`config.mk`:
```
export PLATFORM = sky130hd
export DESIGN_NAME = ctc_greedy_decoder_core
export DESIGN_NICKNAME = d
export VERILOG_FILES = /design/src/hdl/ctc_pkg.sv /design/src/hdl/ctc_front.sv /design/src/hdl/ctc_queue.sv /design/src/hdl/ctc_back.sv /design/src/hdl/ctc_greedy_decoder_core.sv
export SDC_FILE = /design/constraint.sdc
export NUM_CORES = 1
export LEC_CHECK = 0
export BUFFER_PORTS_ARGS = -buffer_cell sky130_fd_sc_hd__buf_4
export CAP_MARGIN = 10
export CORE_MARGIN = 4
export CORE_UTILIZATION = 50
export CTS_CLUSTER_DIAMETER = 100
export DETAILED_ROUTE_END_ITERATION = 16
export GPL_ROUTABILITY_DRIVEN = 0
export PLACE_DENSITY = 0.7
export SYNTH_ARGS = -nofsm -noshare
export SYNTH_HDL_FRONTEND = slang
export SYNTH_SLANG_ARGS = --single-unit
```
`constraint.sdc`:
```
create_clock -name clk -period 11.77 [get_ports clk]
set_clock_uncertainty 0.15 [all_clocks]
set_input_delay 2.354 -clock clk [delete_from_list [all_inputs] [get_ports clk]]
set_output_delay 2.354 -clock clk [all_outputs]
set_load 0.01 [all_outputs]
```
`src/hdl/ctc_pkg.sv`:
```
// Shared constants and types for the CTC greedy decoder.
package ctc_pkg;

  localparam int MAX_STEPS   = 256;
  localparam int CLASS_BITS  = 15;
  localparam int SCORE_W     = 16;
  localparam int IDX_W       = 15;
  localparam int CNT_W       = $clog2(MAX_STEPS + 1);
  localparam int SUM_W       = SCORE_W + CNT_W;
  localparam int QUOT_W      = SUM_W - 1;
  localparam int DIV_CNT_W   = $clog2(QUOT_W);
  localparam int FIFO_DEPTH  = 4;
  localparam int FIFO_PTR_W  = $clog2(FIFO_DEPTH);
  localparam int IN_DATA_W   = 16;
  localparam int OUT_DATA_W  = 40;

  localparam logic [CLASS_BITS-1:0] CLASS_MAX = '1;

  typedef struct packed {
    logic                      has_char;
    logic                      seq_end;
    logic [IDX_W-1:0]          char_index;
    logic signed [SCORE_W-1:0] score;
  } step_event_t;

  typedef enum logic [3:0] {
    ST_POP  = 4'b0001,
    ST_CHAR = 4'b0010,
    ST_DIV  = 4'b0100,
    ST_SUM  = 4'b1000
  } back_state_t;

  typedef enum logic {
    KIND_CHAR    = 1'b0,
    KIND_SUMMARY = 1'b1
  } result_kind_t;

endpackage

```
`src/hdl/ctc_front.sv`:
```
// Front end: per-step argmax, blank and repeat removal, dictionary check.
module ctc_front (
  input  logic                               clk,
  input  logic                               rst,
  input  logic                               cfg_wen,
  input  logic [ctc_pkg::IDX_W-1:0]          cfg_wdata,
  input  logic                               in_valid,
  output logic                               in_ready,
  input  logic signed [ctc_pkg::SCORE_W-1:0] score,
  input  logic                               last_class,
  input  logic                               last_step,
  input  logic                               queue_full,
  output logic                               push,
  output ctc_pkg::step_event_t               push_event
);
  import ctc_pkg::*;

  logic [IDX_W-1:0]          dict_entries;
  logic [CLASS_BITS-1:0]     class_position;
  logic signed [SCORE_W-1:0] best_score;
  logic [CLASS_BITS-1:0]     best_class;
  logic [CLASS_BITS-1:0]     previous_winner;

  logic                      accept;
  logic                      better;
  logic signed [SCORE_W-1:0] best_score_next;
  logic [CLASS_BITS-1:0]     best_class_next;
  logic [IDX_W-1:0]          cand_index;
  logic                      emit;

  assign in_ready = !queue_full;
  assign accept   = in_valid && in_ready;

  always_comb begin
    better          = (class_position == '0) || (score > best_score);
    best_score_next = better ? score : best_score;
    best_class_next = better ? class_position : best_class;
    cand_index      = IDX_W'(best_class_next - CLASS_BITS'(1));
    emit            = (best_class_next != '0) && (best_class_next != previous_winner) &&
                      (cand_index < dict_entries);
  end

  assign push                  = accept && last_class && (emit || last_step);
  assign push_event.has_char   = emit;
  assign push_event.seq_end    = last_step;
  assign push_event.char_index = cand_index;
  assign push_event.score      = best_score_next;

  always_ff @(posedge clk) begin
    if (rst) begin
      dict_entries    <= '0;
      class_position  <= '0;
      best_score      <= '0;
      best_class      <= '0;
      previous_winner <= '0;
    end else begin
      if (cfg_wen) begin
        dict_entries <= cfg_wdata;
      end
      if (accept) begin
        best_score <= best_score_next;
        best_class <= best_class_next;
        if (!last_class) begin
          if (class_position < CLASS_MAX) begin
            class_position <= class_position + CLASS_BITS'(1);
          end
        end else begin
          class_position  <= '0;
          previous_winner <= last_step ? '0 : best_class_next;
        end
      end
    end
  end

endmodule

```
`src/hdl/ctc_queue.sv`:
```
// Short event queue between the front and back ends.
module ctc_queue (
  input  logic                 clk,
  input  logic                 rst,
  input  logic                 push,
  input  ctc_pkg::step_event_t push_event,
  output logic                 full,
  input  logic                 pop,
  output logic                 empty,
  output ctc_pkg::step_event_t head
);
  import ctc_pkg::*;

  step_event_t               entries [FIFO_DEPTH];
  logic [FIFO_PTR_W-1:0]     wr_ptr;
  logic [FIFO_PTR_W-1:0]     rd_ptr;
  logic [FIFO_PTR_W:0]       fill;
  logic                      do_push;
  logic                      do_pop;

  assign full    = (fill == (FIFO_PTR_W + 1)'(FIFO_DEPTH));
  assign empty   = (fill == '0);
  assign do_push = push && !full;
  assign do_pop  = pop && !empty;
  assign head    = entries[rd_ptr];

  always_ff @(posedge clk) begin
    if (do_push) begin
      entries[wr_ptr] <= push_event;
    end
  end

  always_ff @(posedge clk) begin
    if (rst) begin
      wr_ptr <= '0;
      rd_ptr <= '0;
      fill   <= '0;
    end else begin
      if (do_push) begin
        wr_ptr <= wr_ptr + FIFO_PTR_W'(1);
      end
      if (do_pop) begin
        rd_ptr <= rd_ptr + FIFO_PTR_W'(1);
      end
      if (do_push && !do_pop) begin
        fill <= fill + (FIFO_PTR_W + 1)'(1);
      end else if (do_pop && !do_push) begin
        fill <= fill - (FIFO_PTR_W + 1)'(1);
      end
    end
  end

endmodule

```
`src/hdl/ctc_back.sv`:
```
// Back end: character count and score sum, mean by serial division, result register.
module ctc_back (
  input  logic                                clk,
  input  logic                                rst,
  input  logic                                empty,
  input  ctc_pkg::step_event_t                head,
  output logic                                pop,
  output logic                                out_valid,
  input  logic                                out_ready,
  output logic                                out_kind,
  output logic [ctc_pkg::IDX_W-1:0]           out_index,
  output logic signed [ctc_pkg::SCORE_W-1:0]  out_mean,
  output logic [ctc_pkg::CNT_W-1:0]           out_total,
  output logic                                out_last
);
  import ctc_pkg::*;

  back_state_t               state;
  logic [CNT_W-1:0]          count;
  logic signed [SUM_W-1:0]   score_sum;
  logic                      pending_end;

  logic [QUOT_W-1:0]         quot;
  logic [CNT_W:0]            rem;
  logic [DIV_CNT_W-1:0]      div_cnt;
  logic                      div_neg;

  logic [CNT_W:0]            rem_sh;
  logic                      ge;
  logic [CNT_W:0]            rem_next;
  logic [QUOT_W-1:0]         quot_next;
  logic [QUOT_W-1:0]         quot_signed;
  logic [SUM_W-1:0]          sum_mag;
  logic [CNT_W-1:0]          count_inc;
  logic                      can_count;

  assign out_valid = (state == ST_CHAR) || (state == ST_SUM);
  assign pop       = (state == ST_POP) && !empty;
  assign can_count = (count < CNT_W'(MAX_STEPS));
  assign count_inc = can_count ? count + CNT_W'(1) : count;

  always_comb begin
    rem_sh      = {rem[CNT_W-1:0], quot[QUOT_W-1]};
    ge          = (rem_sh >= {1'b0, count});
    rem_next    = ge ? rem_sh - {1'b0, count} : rem_sh;
    quot_next   = {quot[QUOT_W-2:0], ge};
    quot_signed = div_neg ? QUOT_W'(-quot_next) : quot_next;
    sum_mag     = score_sum[SUM_W-1] ? SUM_W'(-score_sum) : SUM_W'(score_sum);
  end

  always_ff @(posedge clk) begin
    if (rst) begin
      state       <= ST_POP;
      count       <= '0;
      score_sum   <= '0;
      pending_end <= 1'b0;
      div_cnt     <= '0;
    end else begin
      unique case (state)
        ST_POP: begin
          if (!empty) begin
            pending_end <= head.seq_end;
            if (head.has_char) begin
              if (can_count) begin
                count     <= count_inc;
                score_sum <= score_sum + SUM_W'(head.score);
              end
              out_kind  <= KIND_CHAR;
              out_index <= head.char_index;
              out_mean  <= head.score;
              out_total <= count_inc;
              out_last  <= 1'b0;
              state     <= ST_CHAR;
            end else begin
              quot    <= sum_mag[QUOT_W-1:0];
              rem     <= '0;
              div_cnt <= '0;
              div_neg <= score_sum[SUM_W-1];
              state   <= ST_DIV;
            end
          end
        end
        ST_CHAR: begin
          if (out_ready) begin
            if (pending_end) begin
              quot    <= sum_mag[QUOT_W-1:0];
              rem     <= '0;
              div_cnt <= '0;
              div_neg <= score_sum[SUM_W-1];
              state   <= ST_DIV;
            end else begin
              state <= ST_POP;
            end
          end
        end
        ST_DIV: begin
          quot    <= quot_next;
          rem     <= rem_next;
          div_cnt <= div_cnt + DIV_CNT_W'(1);
          if (div_cnt == DIV_CNT_W'(QUOT_W - 1)) begin
            out_kind  <= KIND_SUMMARY;
            out_index <= '0;
            out_mean  <= (count == '0) ? '0 : quot_signed[SCORE_W-1:0];
            out_total <= count;
            out_last  <= 1'b1;
            state     <= ST_SUM;
          end
        end
        ST_SUM: begin
          if (out_ready) begin
            count     <= '0;
            score_sum <= '0;
            state     <= ST_POP;
          end
        end
        default: begin
          state <= ST_POP;
        end
      endcase
    end
  end

`ifndef SYNTH
  a_count_bound: assert property (@(posedge clk) disable iff (rst)
    count <= CNT_W'(MAX_STEPS))
    else $error("character count above its limit");

  a_sum_after_div: assert property (@(posedge clk) disable iff (rst)
    $rose(state == ST_SUM) |-> $past(state == ST_DIV))
    else $error("summary presented without a completed division");

  a_empty_mean: assert property (@(posedge clk) disable iff (rst)
    (state == ST_SUM) && (count == '0) |-> (out_mean == '0))
    else $error("summary of an empty sequence carries a nonzero mean");

  a_kind_last: assert property (@(posedge clk) disable iff (rst)
    out_valid |-> (out_last == (out_kind == KIND_SUMMARY)))
    else $error("last flag disagrees with result kind");
`endif

endmodule

```
`src/hdl/ctc_greedy_decoder_core.sv`:
```
// CTC greedy decoder top level: front end, event queue and back end.
//
// Class scores enter one beat at a time on the s_ channel: tdata carries the
// Q5.10 score, tlast marks the final class of a time step and tuser marks the
// final step of a sequence. The front end takes one beat per cycle whenever
// the event queue has room. At each step end a character beat is queued when the
// winner is not blank, not a repeat and inside the dictionary; the last step also
// queues a summary. The back end pops a character from the head of the queue and
// shows it in the cycle after the pop. A summary needs a serial division of 24
// quotient bits, one quotient bit per cycle, before it appears. Results leave on
// the m_ channel from an output register; while the receiver stalls, the queue of
// four events keeps the front end running until it fills, after which s_tready
// drops. The user must write the dictionary size through cfg_wen and cfg_wdata
// while the block is idle; the block does not enforce this. Synchronous reset
// clears the queue, the counters and the dictionary size; the block accepts
// beats as soon as reset is released.
module ctc_greedy_decoder_core (
  input  logic                              clk,
  input  logic                              rst,
  input  logic                              cfg_wen,
  input  logic [ctc_pkg::IDX_W-1:0]         cfg_wdata,
  input  logic                              s_tvalid,
  output logic                              s_tready,
  input  logic [ctc_pkg::IN_DATA_W-1:0]     s_tdata,   // score
  input  logic                              s_tlast,
  input  logic                              s_tuser,   // last_step
  output logic                              m_tvalid,
  input  logic                              m_tready,
  output logic [ctc_pkg::OUT_DATA_W-1:0]    m_tdata,   // char_index, mean_score, char_total
  output logic                              m_tlast,
  output logic                              m_tuser    // kind
);
  import ctc_pkg::*;

  logic                      push;
  step_event_t               push_event;
  logic                      full;
  logic                      pop;
  logic                      empty;
  step_event_t               head;
  logic [IDX_W-1:0]          out_index;
  logic signed [SCORE_W-1:0] out_mean;
  logic [CNT_W-1:0]          out_total;

  ctc_front u_front (
    .clk        (clk),
    .rst        (rst),
    .cfg_wen    (cfg_wen),
    .cfg_wdata  (cfg_wdata),
    .in_valid   (s_tvalid),
    .in_ready   (s_tready),
    .score      (s_tdata[SCORE_W-1:0]),
    .last_class (s_tlast),
    .last_step  (s_tuser),
    .queue_full (full),
    .push       (push),
    .push_event (push_event)
  );

  ctc_queue u_queue (
    .clk        (clk),
    .rst        (rst),
    .push       (push),
    .push_event (push_event),
    .full       (full),
    .pop        (pop),
    .empty      (empty),
    .head       (head)
  );

  ctc_back u_back (
    .clk       (clk),
    .rst       (rst),
    .empty     (empty),
    .head      (head),
    .pop       (pop),
    .out_valid (m_tvalid),
    .out_ready (m_tready),
    .out_kind  (m_tuser),
    .out_index (out_index),
    .out_mean  (out_mean),
    .out_total (out_total),
    .out_last  (m_tlast)
  );

  assign m_tdata = {out_total, out_mean, out_index};

endmodule
```
== After elaboration in Yosys (flattened, before gate mapping) ==
Memories as Yosys holds them, arrays and structs flattened. A register that Yosys moved wholly into a read port is not among the register bits.
Index checks and enable logic that the tools add are counted.
Storage, ports and cells
  bits in writable memories: 132
  input bits: 38
  memories: 1
  output and inout port bits: 44
  logic and storage cells: 160
  register bits after elaboration: 202
Operators by class
  reductions and logical operators: 36
  muxes and demuxes: 69
  bitwise logic cells: 2
  equal/unequal tests: 15
  $lt $le $gt $ge: 5
  $add $sub $neg: 12
Memories
  u_queue.entries: words 4, width 33, read ports 1, clocked after Yosys merged registers in 1, wr ports 1, line ctc_queue.sv:14  | step_event_t entries [FIFO_DEPTH];
Operator list (count)
  24-bit 2-to-1 mux: 5
  9-bit 2-to-1 mux: 13
  15-bit 2-to-1 mux: 7
  25-bit 2-to-1 mux: 4
  16-bit 2-to-1 mux: 6
  24-bit one-hot mux with 3 select lines: 1
  25-bit one-hot mux with 2 select lines: 1
  9-bit one-hot mux with 2 select lines: 2
  16-bit one-hot mux with 2 select lines: 1
  15-bit one-hot mux with 2 select lines: 1
  9-bit one-hot mux with 3 select lines: 1
  25-bit by 16-bit adder with 25-bit output: 1
  24-bit negator: 1
  5-bit 2-to-1 mux: 4
  16-bit > comparator: 1
  4-bit 2-to-1 mux: 4
  16-bit negator: 1
  4-bit one-hot mux with 4 select lines: 1
  15-bit by 1-bit adder with 15-bit output, second input constant: 1
  15-bit logical NOT: 1
  15-bit less-than comparator: 1
  15-bit less-than comparator, second input constant: 1
  15-bit != test: 1
  5-bit one-hot mux with 3 select lines: 1
  34 further kinds: 78

== Longest topological paths before layout ==
Gate-level depths: netlist of the first run.
  word-level depth: 13
  gate-level depth with buffers: 30
  depth with buffers taken out: 29

== Modules after synthesis ==
Synthesis of the first run repeated with hierarchy kept, for this count alone.
Unflattened totals
  cells, all modules: 1635
  area, all modules: 17649.4 µm²
By module, submodules not included
  ctc_back: area each 7378.3 µm², seq. area each 3133.0 µm², instances 1, cells each 802
  ctc_queue: area each 5282.6 µm², seq. area each 4144.0 µm², instances 1, cells each 221
  ctc_front: area each 4988.5 µm², seq. area each 1521.5 µm², instances 1, cells each 612

== Worst setup path before layout of the first run ==
No wires, ideal clock.
  kind: input -> register
  from: input s_tdata[15] in the netlist's numbering
  to: register u_queue.fill[2]
  stages on the path: 29
  setup slack: 3399 ps
  data arrival time: 8151 ps
  library setup time: 70 ps
  data required time: 11550 ps
  buffers on the path: 1
  path through: ha_1 -> nand4_1 -> nor4_2 -> o21ai_1 -> a31o_2 -> a21oi_4 -> buf_2 -> nor2_1 -> a21oi_1 -> ha_1 -> nand3_1 -> mux2i_1 -> nand3_1 -> xor2_1 -> ha_1 -> a21o_1 -> a21o_1 -> a211oi_1 -> o21ai_0 -> a211o_1 -> nor2_1 -> o211ai_1 -> o21ai_4 -> ha_1 -> inv_1 -> fa_1 -> xor2_1 -> or3_1 -> a21oi_1
RTL lines
  start, declared: line ctc_greedy_decoder_core.sv:24  | input logic [ctc_pkg::IN_DATA_W-1:0] s_tdata,
  end signal, assigned: line ctc_queue.sv:46  | fill <= fill + (FIFO_PTR_W + 1)'(1);
  end signal, assigned: line ctc_queue.sv:48  | fill <= fill - (FIFO_PTR_W + 1)'(1);
  end, declared: line ctc_queue.sv:17  | logic [FIFO_PTR_W:0] fill;

==> results.md, run 1 <==
* PnR Total Power at 4.04 mW
* Iteration-0 DRC Markers at 832
* Post-route DRC at 0
* Setup violations, final at 0
* Hold Vio Cnt, Final at 0
* Clock Tree Buf Depth at 3
* Initial Util at 50.9%
* Core box area at 33700 um2
* Initial antenna violation count at 0
* Critical path launch point type: primary input
* Reg clk slew, reported paths at 0.06 ns
* FMAX at 0.108 GHz
* Slew Viols, Final at 0
* CTS sink cnt at 336
* Largest net degree at the start of global routing at 65
* Synth warn at 0
* Final TNS setup at 0 ns
* Die W at 193 um
* Critical Path AT at 9.34 ns
* Synthesized area at 17100 um2
* Peak VDD IR at 0.000109 V
* Cell area after placement at 18100 um2
* Critical path class: primary input to flop
* Routed met3 length at 2250 um
* Most frequent cell after synthesis: edfxtp_1
* Max-cap violations at 0
* H-tree levels at 2
* Hold WC Path Type: flop to flop
* Postcts setup bufs at 0
* Commonest cells post-synth: edfxtp_1 (207), nor2_1 (163), nand2_1 (146)
* CTS root buf: clkbuf_16
* Top cell type's share of synthesized area at 36.3%
* Post-CTS resize count at 0
* DP Wirelength at 26900 um
* Dpl ws at 1.88 ns
* Vias in the first global route at 11700
* EDFF count, synth at 207
* Die height at 193 um
* Share of layout cells above drive strength 1 at 12.5%
* IO Pins at 82
* CP Max Fanout at 33
* NumNets Final at 1766
* Power per Cell Area at 209 nW/um2
* Slew @ Worst Pin at 1.05 ns
* DR vias/cell at 5.65
* RSZ-0062 raised after global routing: no
* Critical Path RT at 11.82 ns
* GRT Overall Usage at 20.5%
* Status: complete, no violations
* Post-synthesis cell type count at 70
* Number of vias in the routed layout at 12000
* Latest clock arrival within the worst-skew pair at 0.53 ns
* CP Capture Type: flop
* DR top layer: met4
* Seq/Total Area, Yosys at 51.3%
* Tmin final at 9.29 ns
* Top FF cell, synth: edfxtp_1
* Port Buffers at 81
* Fin crit share at 79.0%
* First-pass GRT wire length at 61400 um
* Static leakage power at 7.16 nW
* Die area at 37300 um2
* Ranking of synthesized cells by area: edfxtp_1 (36%), dfxtp_1 (15%), ha_1 (5.5%)
* Area delta synth->final at 12.7%
* Headroom to the max-slew limit at 29.3%
* Met2 WL at 18200 um
* Cell taking the most area after synthesis: edfxtp_1
* Synth Net Count at 1710
* Syn Area/Cell at 10.8 um2
* Fin area at 19300 um2
* GRT Residual Overflow at 0
* Total CTS buffers at 38
* Total Wirelength at 38200 um
* Post-synth ARST share at 0%
* First drt pass iteration count at 5
* Row cnt at 67
* Met1 wire length at 16700 um
* Mapped Cells at 1593
* Antenna-violating nets left at 0
* Yosys reg bits at 336
* CTS tree: done
* Hold_buf cts at 0
* Final WS setup at 2.48 ns
* Diode count at 0
* Routed length per placed instance at 18.0 um
[registers in the layout, summed over array words and instances, names as in the netlist, 9 cells and up, named ones only]
| name | count |
|---|---|
| u_back.count | 9 |
| u_back.out_mean | 16 |
| u_front.dict_entries | 15 |
| u_back.rem | 9 |
| u_queue.entries | 132 |
| u_back.score_sum | 25 |
| u_front.class_position | 15 |
| u_front.best_score | 16 |
| u_back.out_total | 9 |
| u_back.quot | 24 |
| u_front.previous_winner | 15 |
| u_front.best_class | 15 |
| u_back.out_index | 15 |
[final cells by class]
class,count,area (um2)
clock buffers,51,1030
flip-flops and latches,336,8800
well taps,448,561
repair buffers,96,721
fillers,2849,14400
inverters,68,255
multi-input cells,1109,7790
clock inverters,17,166
[routing by layer]
layer	GRT usage [%]	up-vias
li1	-	5894
met5	0	-
met2	34.5	327
met1	27.5	5718
met3	3.31	77
met4	6.26	0
[cell usage in the layout, fill, tap and decap left out, types with 23 or more instances in the layout]
cell type | Yosys | routed
mux2i_1 | 40 | 40
clkbuf_16 | 0 | 39
nand2_1 | 146 | 146
ha_1 | 76 | 76
nor3_1 | 23 | 23
buf_4 | 1 | 96
mux4_2 | 33 | 33
o21ai_0 | 108 | 108
xor2_1 | 67 | 67
dfxtp_1 | 129 | 128
nor2_1 | 163 | 162
edfxtp_1 | 207 | 207
a21oi_1 | 70 | 69
a211oi_1 | 30 | 30
xnor2_1 | 54 | 54
inv_1 | 67 | 67
[metrics by stage]
step | hold WS (ns) | util (%) | instances
final | 0.329 | 57.3 | 2125
after global routing | 0.366 | 57.3 | 2125
after CTS | 0.332 | 57.3 | 2124
after detailed placement | 0.323 | 53.8 | 2056
after global placement | 0.310 | 53.8 | 2056
after floorplan | 0.256 | - | 1593
[critical path: stages]
cell,delay (ns)
buf_4,0.11
ha_1,0.33
nand4_1,0.20
nor4_2,0.36
o21ai_1,0.15
a31o_2,0.31
a21oi_4,0.82
nor2_1,0.09
a21oi_1,0.42
ha_1,0.34
nand3_1,0.13
mux2i_1,0.35
nand3_1,0.15
xor2_1,0.35
ha_1,0.33
a21o_1,0.19
a21o_1,0.17
a211oi_1,0.21
o21ai_0,0.11
a211o_1,0.29
nor2_1,0.09
o211ai_1,0.13
o21ai_4,0.23
and2_1,0.70
buf_4,0.40
[cell families after synthesis]
group	synth area share (%)
AOI/OAI and AO/OA	12.0
xor gates and xnor gates	6.18
adders and majority gates	5.90
buffers and inverters	3.30
DFF	51.3
muxes	7.72
and+or+nand+nor	13.6
[report_power, final]
group | switching [mW] | internal (mW) | leakage [nW] | total, mW
registers | 0.134 | 1.46 | 2.92 | 1.59
logic | 0.757 | 0.547 | 3.66 | 1.30
clock network | 0.459 | 0.682 | 0.578 | 1.14
total | 1.35 | 2.69 | 7.16 | 4.04
[path summary, 6_finish.rpt]
kind | start | end | slack [ns] | cells past startpoint
worst max-delay path | s_tdata[15] | u_queue.entries[1][15] | 2.48 | 25
worst min-delay path | u_front.best_score[2] | u_front.best_score[2] | 0.33 | 2
worst max register to register | u_front.best_score[15] | u_queue.entries[1][15] | 4.05 | 25
worst min register to register | u_front.best_score[2] | u_front.best_score[2] | 0.33 | 2
(Power assumes the default switching activity.)
==> inputs of run 2 (changes only) <==
ABC_AREA = 1   (was default)
PLACE_DENSITY = 0.73   (was 0.7)
clock period = 8.4 ns   (was 11.77 ns; I/O delays follow)
==> run 2 against run 1 <==
  * Design area rose by 0.46%
  * Flip-flop and latch count did not move
  * Synthesized cell count rose by 24%
  * Count of clock-buffer cells in the layout rose by 1
  * Utilization rose by 0.26 points
  * Critical path depth rose by 13
  * Register-to-register slack got worse by 2.0 ns
  * Setup slack got worse by 1.3 ns
  * Sequential power rose by 52%
  * Critical endpoint is now u_queue.fill[2]
  * Sequential share of layout area fell by 0.21 points
  * Final cell count rose by 18%
==> results.md, run 2 <==
* Most frequent cell after synthesis: nand2_1 (was edfxtp_1)
* Critical Path AT at 7.47 ns (was 9.34 ns)
* Postcts setup bufs at 0 (unchanged)
* FMAX at 0.138 GHz
* Commonest cells post-synth: nand2_1 (326), inv_1 (222), nor2_1 (211) (was edfxtp_1 (207), nor2_1 (163), nand2_1 (146))
* Initial antenna violation count at 0 (unchanged)
* CTS root buf: clkbuf_16 (unchanged)
* H-tree levels at 2 (unchanged)
* Mapped Cells at 1972 (was 1593)
* Headroom to the max-slew limit at 38.5% (was 29.3%)
* Static leakage power at 7.93 nW (was 7.16 nW)
* Reg clk slew, reported paths at 0.06 ns (about the same)
* Slew @ Worst Pin at 0.920 ns (was 1.05 ns)
* Critical Path RT at 8.65 ns (was 11.82 ns)
* Initial Util at 50.8% (was 50.9%)
* Area delta synth->final at 13.3% (was 12.7%)
* Row cnt at 67 (unchanged)
* CTS sink cnt at 336 (unchanged)
* Internal power at 4.12 mW (was 2.69 mW)
* Setup violations, final at 0 (unchanged)
* Latest clock arrival within the worst-skew pair at 0.52 ns (was 0.53 ns)
* Synth Net Count at 2089 (was 1710)
* Post-route DRC at 0 (unchanged)
* Die area at 37300 um2 (about the same)
* Diode count at 0 (unchanged)
* Critical path class: primary input to flop (unchanged)
* Buffers & Inverters on Critical Path at 7 (was 2)
* Number of vias in the routed layout at 13600 (was 12000)
* NetSw at 2.57 mW (was 1.35 mW)
* CP max stage delay at 0.51 ns (was 0.82 ns)
* Antenna-violating nets left at 0 (unchanged)
* Most frequent cells in the layout: nand2_1 (326), inv_1 (222), edfxtp_1 (207) (was edfxtp_1 (207), nor2_1 (162), nand2_1 (146))
* Die W at 193 um (about the same)
* Port Buffers at 81 (unchanged)
* CTS tree: done (unchanged)
* Slew Viols, Final at 0 (unchanged)
* GRT Residual Overflow at 0 (unchanged)
* Hold WC Path Type: flop to flop (unchanged)
* Peak VDD IR at 0.000192 V (was 0.000109 V)
* Top cell type's share of synthesized area at 36.3% (about the same)
* IO Pins at 82 (unchanged)
* Net Sw Frac at 38.5% (was 33.4%)
* DR vias/cell at 5.42 (was 5.65)
* CP delay by family, top: simple AND/OR/NAND/NOR gates (was compound AO/OA/AOI/OAI gates)
* Final WS setup at 1.18 ns (was 2.48 ns)
* Hold Vio Cnt, Final at 0 (unchanged)
* Clock power share at 24.2% (was 28.2%)
* Vias in the first global route at 12800 (was 11700)
* Slowest CP cell: nand2_4 (was a21oi_4)
* Clock Tree Buf Depth at 3 (unchanged)
* Post-synthesis cell type count at 54 (was 70)
* RSZ-0062 raised after global routing: no (unchanged)
* Synth warn at 0 (unchanged)
* Top flop regs: u_queue.entries: 132 flops, u_back.score_sum: 25 flops, u_back.quot: 24 flops (unchanged)
* Critical path launch point type: primary input (unchanged)
* Max-cap violations at 0 (unchanged)
* Iteration-0 DRC Markers at 932 (was 832)
* First drt pass iteration count at 5 (unchanged)
* DP Wirelength at 26800 um (was 26900 um)
* CP Max Fanout at 52 (was 33)
* Yosys reg bits at 336 (unchanged)
* Total Wirelength at 39100 um (was 38200 um)
* CP most frequent cell: inv_1 (was ha_1)
* Power per Cell Area at 345 nW/um2 (was 209 nW/um2)
* Synthesized area at 17100 um2 (about the same)
* Largest net degree at the start of global routing at 74 (was 65)
* Post-synth ARST share at 0% (unchanged)
* Die height at 193 um (about the same)
* Ranking of synthesized cells by area: edfxtp_1 (36%), dfxtp_1 (15%), nand2_1 (7.1%) (was edfxtp_1 (36%), dfxtp_1 (15%), ha_1 (5.5%))
* Hold_buf cts at 0 (unchanged)
* Max reg flops at 132 (unchanged)
* Commonest non-fill, non-tap cell in the layout: nand2_1 (was edfxtp_1)
* Top FF cell, synth: edfxtp_1 (unchanged)
* Syn Area/Cell at 8.69 um2 (was 10.8 um2)
* Status: complete, no violations (unchanged)
* Core box area at 33700 um2 (unchanged)
* Cell taking the most area after synthesis: edfxtp_1 (unchanged)
* GRT Overall Usage at 20.7% (was 20.5%)
* Total CTS buffers at 38 (unchanged)
* Final TNS setup at 0 ns (unchanged)
* CP Capture Type: flop (unchanged)
* Fin crit share at 86.0%
* Share of layout cells above drive strength 1 at 10.7% (was 12.5%)
* NumNets Final at 2156 (was 1766)
* Top reg by flops: u_queue.entries (unchanged)
* Dpl ws at 0.766 ns (was 1.88 ns)
* Post-CTS resize count at 0 (unchanged)
* First-pass GRT wire length at 62900 um (was 61400 um)
* Combinational Power Share at 39.8% (was 32.3%)
* Seq pwr share at 36.0% (was 39.5%)
* Seq/Total Area, Yosys at 51.3% (about the same)
* EDFF count, synth at 207 (unchanged)
* Routed length per placed instance at 15.6 um (was 18.0 um)
* Tmin final at 7.22 ns
-- run 2: worst reg2reg max path: cells and delay by family (launching register included) --
| family | cells | cell delay, ns |
|---|---|---|
| AO/OA/AOI/OAI | 7 | 1.31 |
| buffers and inverters | 6 | 0.50 |
| AND/OR/NAND/NOR | 15 | 2.63 |
| adder cells (fa/ha/maj) | 5 | 1.31 |
| flip-flops | 1 | 0.37 |
-- run 2: per-stage QoR --
step | hold WS [ns] | cells | area (um2) | utilization (%) | power [mW]
floorplan | 0.286 | 1972 | 17100 | - | 4.34
CTS | 0.317 | 2516 | 19400 | 57.6 | 6.71
finish | 0.315 | 2516 | 19400 | 57.6 | 6.69
global placement | 0.302 | 2447 | 18200 | 53.9 | 4.98
detailed placement | 0.310 | 2447 | 18200 | 53.9 | 5.07
global route | 0.345 | 2516 | 19400 | 57.6 | 7.18
-- run 2: final timing paths --
| path | startpoint | end | slack, ns | cells past startpoint |
|---|---|---|---|---|
| setup reg to reg | u_front.class_position[0] | u_queue.fill[2] | 2.03 | 33 |
| hold / removal | u_queue.rd_ptr[1] | u_queue.rd_ptr[1] | 0.32 | 2 |
| setup / recovery | s_tdata[13] | u_queue.fill[2] | 1.18 | 38 |
| hold reg to reg | u_queue.rd_ptr[1] | u_queue.rd_ptr[1] | 0.32 | 2 |
-- run 2: power groups by stage --
| stage | registers [mW] | clock network, mW | logic, mW |
|---|---|---|---|
| after detailed placement | 2.44 | 0 | 2.63 |
| after CTS | 2.41 | 1.65 | 2.65 |
| after global placement | 2.43 | 0 | 2.55 |
| final | 2.41 | 1.62 | 2.66 |
| after floorplan | 2.44 | 0 | 1.90 |
| after global routing | 2.44 | 1.72 | 3.02 |
-- run 2: kinds of logic (layout without fill, tap and decap cells) --
logic type	Yosys count	after routing	share of synthesized area [%]
simple gates	728	728	18.3
compound gates	467	467	14.8
flops	336	336	51.3
buf+inv	309	405	6.92
fa+ha+maj	79	79	5.90
xor+xnor	53	53	2.71
-- run 2: cell type report --
cell class | count | area, um2
clock buffers | 52 | 1090
clock inverters | 17 | 144
inverters | 234 | 878
well taps | 448 | 561
flip-flops and latches | 336 | 8800
repair buffers | 102 | 766
multi-input cells | 1327 | 7170
fillers | 2950 | 14300
-- run 2: metal layers --
| layer | GRT usage (%) | routed length (um) | share of wire (%) |
|---|---|---|---|
| met5 | 0 | 0 | 0 |
| met4 | 5.91 | 766 | 2.0 |
| met3 | 2.74 | 2120 | 5.4 |
| met2 | 34.4 | 18300 | 47 |
| met1 | 28.6 | 18000 | 46 |
==> inputs of run 3 (changes only) <==
BUFFER_PORTS_ARGS = -buffer_cell sky130_fd_sc_hd__buf_2   (was -buffer_cell sky130_fd_sc_hd__buf_4)
PLACE_DENSITY = 0.7   (was 0.73)
==> run 3 against run 2 <==
  * Flip-flop and latch count did not move
  * Design area down 0.94%
  * Combinational power shrank 2%
  * Critical endpoint unchanged
  * Via count fell by 0.40%
==> results.md, run 3 (synthesis gave the netlist of run 2 again) <==
* CP Capture Type: flop (unchanged)
* Critical path launch point type: primary input (unchanged)
* Critical Path RT at 8.65 ns (about the same)
* Met1 wire length at 18100 um (was 18000 um)
* Most frequent cells in the layout: nand2_1 (326), inv_1 (222), edfxtp_1 (207) (unchanged)
* Reg clk slew, reported paths at 0.06 ns (about the same)
* Antenna-violating nets left at 0 (unchanged)
* CP max stage delay at 0.53 ns (was 0.51 ns)
* CP Max Fanout at 52 (unchanged)
* GRT Overall Usage at 20.8% (was 20.7%)
* Area delta synth->final at 12.2% (was 13.3%)
* Die W at 193 um (unchanged)
* Slowest CP cell: nand2_4 (unchanged)
* Final TNS setup at 0 ns (unchanged)
* Post-CTS resize count at 0 (unchanged)
* CTS tree: done (unchanged)
* Clock Tree Buf Depth at 3 (unchanged)
* Hold Vio Cnt, Final at 0 (unchanged)
* DR vias/cell at 5.40 (was 5.42)
* Routed met3 length at 2210 um (was 2120 um)
* Seq pwr share at 36.0% (about the same)
* Diode count at 0 (unchanged)
* CTS sink cnt at 336 (unchanged)
* Row cnt at 67 (unchanged)
* Power per Cell Area at 346 nW/um2 (was 345 nW/um2)
* Top flop regs: u_queue.entries: 132 flops, u_back.score_sum: 25 flops, u_back.quot: 24 flops (unchanged)
* First-pass GRT wire length at 63200 um (was 62900 um)
* Net Sw Frac at 38.6% (was 38.5%)
* Peak VDD IR at 0.000169 V (was 0.000192 V)
* FMAX at 0.138 GHz (about the same)
* Routed length per placed instance at 15.5 um (was 15.6 um)
* GRT Residual Overflow at 0 (unchanged)
* Share of layout cells above drive strength 1 at 10.9% (was 10.7%)
* Met2 WL at 17800 um (was 18300 um)
* Port Buffers at 81 (unchanged)
* First drt pass iteration count at 5 (unchanged)
* Slew Viols, Final at 0 (unchanged)
* Number of vias in the routed layout at 13600 (about the same)
* Internal power at 4.09 mW (was 4.12 mW)
* Tmin final at 7.25 ns (was 7.22 ns)
* Core box area at 33700 um2 (unchanged)
* Initial Util at 50.8% (unchanged)
* Max-cap violations at 0 (unchanged)
* CTS root buf: clkbuf_16 (unchanged)
* Setup violations, final at 0 (unchanged)
* Die area at 37300 um2 (unchanged)
* Status: complete, no violations (unchanged)
* Commonest non-fill, non-tap cell in the layout: nand2_1 (unchanged)
* Total CTS buffers at 37 (was 38)
* Initial antenna violation count at 1 (was 0)
* Slew @ Worst Pin at 0.919 ns (was 0.920 ns)
* Iteration-0 DRC Markers at 940 (was 932)
* Register area at 8800 um2 (unchanged)
* RSZ-0062 raised after global routing: no (unchanged)
* Footprint of the multi-input gates at 7170 um2 (unchanged)
* Critical path class: primary input to flop (unchanged)
* DP Cell Count at 2449 (was 2447)
* Post-route DRC at 0 (unchanged)
* Critical Path AT at 7.50 ns (was 7.47 ns)
* Static leakage power at 7.87 nW (was 7.93 nW)
* Non-Filler Instances at 2517 (was 2516)
* Largest net degree at the start of global routing at 74 (unchanged)
* Total Wirelength at 39000 um (was 39100 um)
* Latest clock arrival within the worst-skew pair at 0.52 ns (about the same)
* DP Wirelength at 26600 um (was 26800 um)
* DR top layer: met5 (was met4)
* NumNets Final at 2157 (was 2156)
* Final-layout fill cell count at 3001 (was 2950)
* Clock power share at 24.6% (was 24.2%)
* NetSw at 2.57 mW (about the same)
* Fin crit share at 86.3% (was 86.0%)
* Headroom to the max-slew limit at 38.6% (was 38.5%)
* Combinational Power Share at 39.4% (was 39.8%)
* FF-to-FF setup slack at 1.97 ns (was 2.03 ns)
* Hold WC Path Type: flop to flop (unchanged)
* Die height at 193 um (unchanged)
* Hold Slack at 0.315 ns (about the same)
* Hold_buf cts at 0 (unchanged)
* H-tree levels at 2 (unchanged)
* Top reg by flops: u_queue.entries (unchanged)
* IO Pins at 82 (unchanged)
* Max reg flops at 132 (unchanged)
* Vias in the first global route at 12600 (was 12800)
* Postcts setup bufs at 0 (unchanged)
* Final core occ at 57.1% (was 57.6%)
[run 3: cell types whose count changed in the layout (fill, tap and decap cells not counted), sizes merged]
cell / delta
clkbuf: -3
clkinv: -1
inv: +1
buf: +2
clkinvlp: +1
bufinv: +1
[run 3: path summary, 6_finish.rpt]
kind / cells past startpoint / to / from
max: 37 / u_queue.fill[2] / s_tdata[15]
max reg2reg: 33 / u_queue.fill[2] / u_front.class_position[0]
min reg2reg: 2 / flop / u_queue.rd_ptr[1]
min: 2 / flop / u_queue.rd_ptr[1]
[run 3: critical path, delay by kind of cell]
kind            cells  cell delay (ns)
fa+ha+maj           5             1.45
buf+inv             6             0.49
compound gates      9             1.57
simple gates       17             2.31
[run 3: power by group through the flow]
stage                     Combinational, mW  Clock, mW  Sequential, mW
after CTS                              2.62       1.67            2.40
after floorplan                        1.90          0            2.44
final                                  2.62       1.64            2.40
after global placement                 2.52          0            2.42
after global routing                   2.98       1.74            2.43
after detailed placement               2.59          0            2.43
[run 3: area by class of cell]
type / instances / area share (%)
flip-flops and latches: 336 / 45.8
repair buffers: 104 / 3.01
multi-input cells: 1327 / 37.3
inverters: 234 / 4.57
clock inverters: 19 / 0.944
well taps: 448 / 2.92
clock buffers: 49 / 5.49
[run 3: through the flow]
| stage | instance area [um2] | power (mW) | worst slack (ns) |
|---|---|---|---|
| floorplan | 17100 | 4.34 | 1.32 |
| global placement | 18000 | 4.95 | 1.08 |
| detailed placement | 18000 | 5.02 | 0.745 |
| CTS | 19200 | 6.68 | 1.18 |
| global route | 19200 | 7.15 | 0.606 |
| finish | 19200 | 6.66 | 1.15 |
[run 3: metal layers]
metal	vias to the layer above	GRT usage [%]
li1	6838	-
met1	6321	29.5
met2	359	33.8
met3	66	2.70
met4	2	5.83
met5	-	0
